--- src/rtl/lzw_compress_z_decoder_unit_defines.svh ---
// assertion macros for the lzw decoder unit
// no dependencies
`ifndef LZW_COMPRESS_Z_DECODER_UNIT_DEFINES_SVH
`define LZW_COMPRESS_Z_DECODER_UNIT_DEFINES_SVH
// implication checked on every rising edge outside reset
`define LZD_ASSERT_IMP(label, clk, rst_n, ante, cons) \
  label: assert property (@(posedge clk) disable iff (!rst_n) (ante) |-> (cons)) \
    else $error("lzd check failed");
// next-cycle implication checked on every rising edge outside reset
`define LZD_ASSERT_NXT(label, clk, rst_n, ante, cons) \
  label: assert property (@(posedge clk) disable iff (!rst_n) (ante) |=> (cons)) \
    else $error("lzd check failed");
`endif

--- src/rtl/lzd_ram.sv ---
// generic simple dual-port synchronous ram (one write port, one read port) with registered read
// no dependencies
`default_nettype none
module lzd_ram #(
  parameter int unsigned Width = 8,
  parameter int unsigned Depth = 256
) (
  input  wire logic                     clk_i,
  input  wire logic                     we_i,
  input  wire logic [$clog2(Depth)-1:0] waddr_i,
  input  wire logic [Width-1:0]         wdata_i,
  input  wire logic [$clog2(Depth)-1:0] raddr_i,
  output      logic [Width-1:0]         rdata_o
);
  logic [Width-1:0] mem_q [Depth];

  always_ff @(posedge clk_i) begin
    if (we_i) begin
      mem_q[waddr_i] <= wdata_i;
    end
    rdata_o <= mem_q[raddr_i];
  end
endmodule
`default_nettype wire

--- config.mk ---
export PLATFORM = sky130hd
export DESIGN_NAME = lzd_ram
export DESIGN_NICKNAME = d
export VERILOG_FILES = /design/src/rtl/lzw_compress_z_decoder_unit_defines.svh /design/src/rtl/lzd_ram.sv
export SDC_FILE = /design/constraint.sdc
export NUM_CORES = 2
export LEC_CHECK = 0
export BUFFER_PORTS_ARGS = -buffer_cell sky130_fd_sc_hd__buf_4
export CAP_MARGIN = 20
export CORE_MARGIN = 4
export CORE_UTILIZATION = 40
export CTS_BUF_LIST = sky130_fd_sc_hd__clkbuf_4 sky130_fd_sc_hd__clkbuf_8
export CTS_CLUSTER_SIZE = 14
export DETAILED_ROUTE_END_ITERATION = 10
export SYNTH_ARGS = -nofsm -noshare
export SYNTH_HDL_FRONTEND = slang
export SYNTH_SLANG_ARGS = --single-unit
--- constraint.sdc ---
create_clock -name clk_i -period 2.9 [get_ports clk_i]
set_input_delay 0.29 -clock clk_i [delete_from_list [all_inputs] [get_ports clk_i]]
set_output_delay 0.29 -clock clk_i [all_outputs]
set_load 0.01 [all_outputs]
==> results by group <==
Die
  – Core Footprint: 198000 um2
  – DIE AREA: 206000 um2
  – Io pins: 34
  – Starting density of the core: 40.3%
  – Die width: about 450 um
  – Rows: 163
  – Die H: 454 um

Clock tree
  – Clock tree sinks: 2056
  – Post_cts resized: 0
  – Clock Latency Late Sink: between 1000 and 1500 ps
  – Num CTS Buffers: 346
  – Worst-path clk slew: roughly 60 ps
  – Clock Path Buffers: 4
  – Clock tree root driver cell: clkbuf_8
  – CTS tree: yes
  – # H-tree levels: 5

Cells and area
  – Syn-to-layout area delta: 17.1%
  – Ratio of cells with drive above 1 in the final layout: around a third
  – Fin nets: 4492
  – Finished Layout Cells: between 7k and 8k
  – Fill count: 16.3k

Worst setup path
  – Most used cell, CP: nor4_1
  – R2r setup slk: approximately 290 ps
  – Worst endpoint required time: 3790 ps
  – Startpoint Class: register
  – Arr. time, crit path: 3500 ps
  – Crit Path Class: reg -> reg
  – Crit path cell chain: mux4_2 -> o211ai_1 -> nand3_1 -> nor4_1 -> buf_4 -> nor4_1
  – R2r startpoint: mem_q[51][1]
  – CP peak stage delay: between 800 and 900 ps
  – Setup crit end kind: register
  – Cell count of the worst reg-to-reg path: 6
  – Slowest cell on crit path: nor4_1
  – Reg2reg end: rdata_o[1]
  – CP Max Fanout: 1

Timing
  – Tmin final: roughly 2600 ps
  – Setup TNS: 0 ps
  – Slew headroom: 26.8%
  – Clock Skews: 95.3 ps
  – Setup Viol. Count Final: 0
  – Final Cycle Share: 90.1%
  – Slew Viols, Final: 0
  – Worst slew pin tran: 1090 ps
  – RSZ-0062 raised after global routing: false
  – Fmax: about 380 MHz
  – Fin. Hold Viols: 0

Placed design
  – Port Buffers: 33
  – HPWL after DPL: 131000 um
  – GPL Wtd Cong: a little over 0.8
  – Placed Cells: approximately 6.7k

Hold path
  – Hold EP: rdata_o[1]
  – Hold Startpoint: raddr_i[5]
  – Hold crit path type: in -> reg
  – WHS Path Cells: 5

Power and ir drop
  – Flop pwr share: 54.9%
  – Internal power: 46.8 mW
  – PD cells: 642 nW/um2
  – Total power: roughly 60 mW
  – Clock power share: between 30% and 40%
  – Worst vdd ir: between 0.5 and 0.6 mV
  – Leak pwr: 30.0 nW
  – Logic gate share of total power: 5.5%
  – Sw frac: a little over a fifth
  – Switching pwr: 13.0 mW

Yosys
  – Mapped Cells: 3733
  – Yosys reg bits: 2056
  – Synth area leaders: edfxtp_1, mux4_2, mux2i_1
  – Area leader, netlist: edfxtp_1
  – Distinct cells, synth: 55
  – Synth Net Count: 3759
  – Part of the Yosys area used for sequential elements: 77.5%
  – Post-synth ARST share: 0%
  – Top FF cell, synth: edfxtp_1
  – Post-synthesis average cell area: 21.3 um2
  – Post-synth EDFFs: about 2k
  – Top cell type's share of synthesized area: 77.3%
  – Yosys warnings: 0
  – Mapped Area: 79600 um2

GRT
  – First-pass GRT wire length: 297000 um
  – Gr usage total: between 20% and 30%
  – Grt total ovfl: 0
  – Initial antenna violation count: 9
  – Largest net degree at the start of global routing: 109
  – Vias in the first global route: around 42k

Route
  – Post-DRT Antenna Nets: 0
  – Vias/cell: 5.58
  – Iter 0 DRT Violations: about 4.5k
  – Detailed Routing Iterations Pass 1: 6
  – Vias: 40.9k
  – Drt drc: 0
  – Drt wl/cell: 28.2 um
  – WL final: 207000 um

Status
  – Status: completed

Flow run
  – Max-cap viol count: 0
==> Yosys cell counts, types with 10 or more instances <==
cell type	instances
buf_6	21
nor2_1	282
buf_1	22
o22ai_1	28
mux2i_1	134
o21ai_0	10
o211ai_1	10
nand3_1	34
buf_2	31
edfxtp_1	2048
buf_4	27
o221ai_1	46
nor4_1	24
a22oi_1	133
buf_8	13
a211oi_1	16
clkbuf_1	111
nand4_1	10
nor3_1	22
a221oi_1	13
mux4_2	454
a21oi_1	96
nand2_1	33
nor2b_1	31
==> how the worst max path moves through the flow <==
| stage | from | end | slack [ps] | cells after the start |
|---|---|---|---|---|
| final | mem_q[51][1] | rdata_o[1] | 290 | 6 |
| after global routing | mem_q[51][1] | rdata_o[1] | 280 | 6 |
| after CTS | mem_q[51][1] | rdata_o[1] | 330 | 6 |
| after detailed placement | raddr_i[0] | rdata_o[0] | -430 | 9 |
| after global placement | raddr_i[1] | rdata_o[2] | -750 | 10 |
| after floorplan | raddr_i[0] | rdata_o[2] | 670 | 9 |
==> cells in the final DEF (no fill, tap or decap), drive strengths merged, types with 4 or more instances in the layout <==
cell         count
edfxtp        2048
buf            598
clkbuf         464
mux4           456
nor2           282
mux2i          134
a22oi          133
a21oi           96
clkinv          91
o221ai          47
nand3           34
nand2           33
nor2b           31
o22ai           28
nor4            27
nor3            22
dlygate4sd3     20
a211oi          16
a221oi          14
o21ai           12
nand4           10
o211ai          10
nand2b           8
a22o             8
dfxtp            8
clkinvlp         7
and2             6
o22a             5
o32ai            5
a2111oi          5
or2              4
==> routing by layer <==
layer	wire, um	up-vias	global-route usage, %
met1	83300	21507	27.3
met4	7190	4	7.25
met2	98700	1800	31.4
met5	145	-	0.443
li1	-	17199	-
met3	17400	377	4.88
==> registers in the layout, indices dropped and copies added (netlist names) <==
signal / count
mem_q: 2048
rdata_o: 8
==> per-stage QoR <==
step,hold slack [ps],instance area [um2],setup WS (ps),utilization [%]
after floorplan,389,79600,672,-
after global placement,729,86800,-747,43.9
after detailed placement,727,86800,-435,43.9
after CTS,100,93200,328,47.2
after global routing,162,93200,276,47.2
final,234,93200,286,47.2
==> repair_timing <==
item / in CTS / in global routing
buffers inserted: 0 / 0
endpoints found under the hold margin: 1420 / 0
hold buffers: 20 / 0
==> critical path, delay by kind of cell (launching register included) <==
| kind | cells | cell delay [ps] |
|---|---|---|
| and+or+nand+nor | 3 | 1140 |
| buffers and inverters | 1 | 240 |
| DFF | 1 | 360 |
| AOI/OAI and AO/OA | 1 | 310 |
| muxes | 1 | 490 |
==> cell type report <==
cell class | count | area [um2] | share of cell area [%]
inverters | 2 | 7.51 | 0.00806
flip-flops and latches | 2056 | 61700 | 66.2
repair buffers | 618 | 5520 | 5.93
clock buffers | 464 | 5700 | 6.12
diodes | 2 | 5.00 | 0.00537
well taps | 2640 | 3300 | 3.54
clock inverters | 99 | 469 | 0.504
multi-input cells | 1442 | 16500 | 17.7
==> power by group through the flow <==
stage                     sequential (mW)  clock, mW  combinational (mW)
after CTS                            32.8       24.2                3.35
final                                32.8       23.7                3.32
after floorplan                      33.4          0                1.59
after global routing                 32.8       25.6                3.51
after global placement               33.4          0                3.28
after detailed placement             33.4          0                3.32
==> cells by family after synthesis <==
logic type | count (synthesis) | synth area share [%]
and+or+nand+nor | 466 | 2.63
AOI/OAI and AO/OA | 385 | 3.42
DFF | 2056 | 77.5
muxes | 591 | 14.6
buffers and inverters | 235 | 1.83
Power figures use the tool's default switching activity.
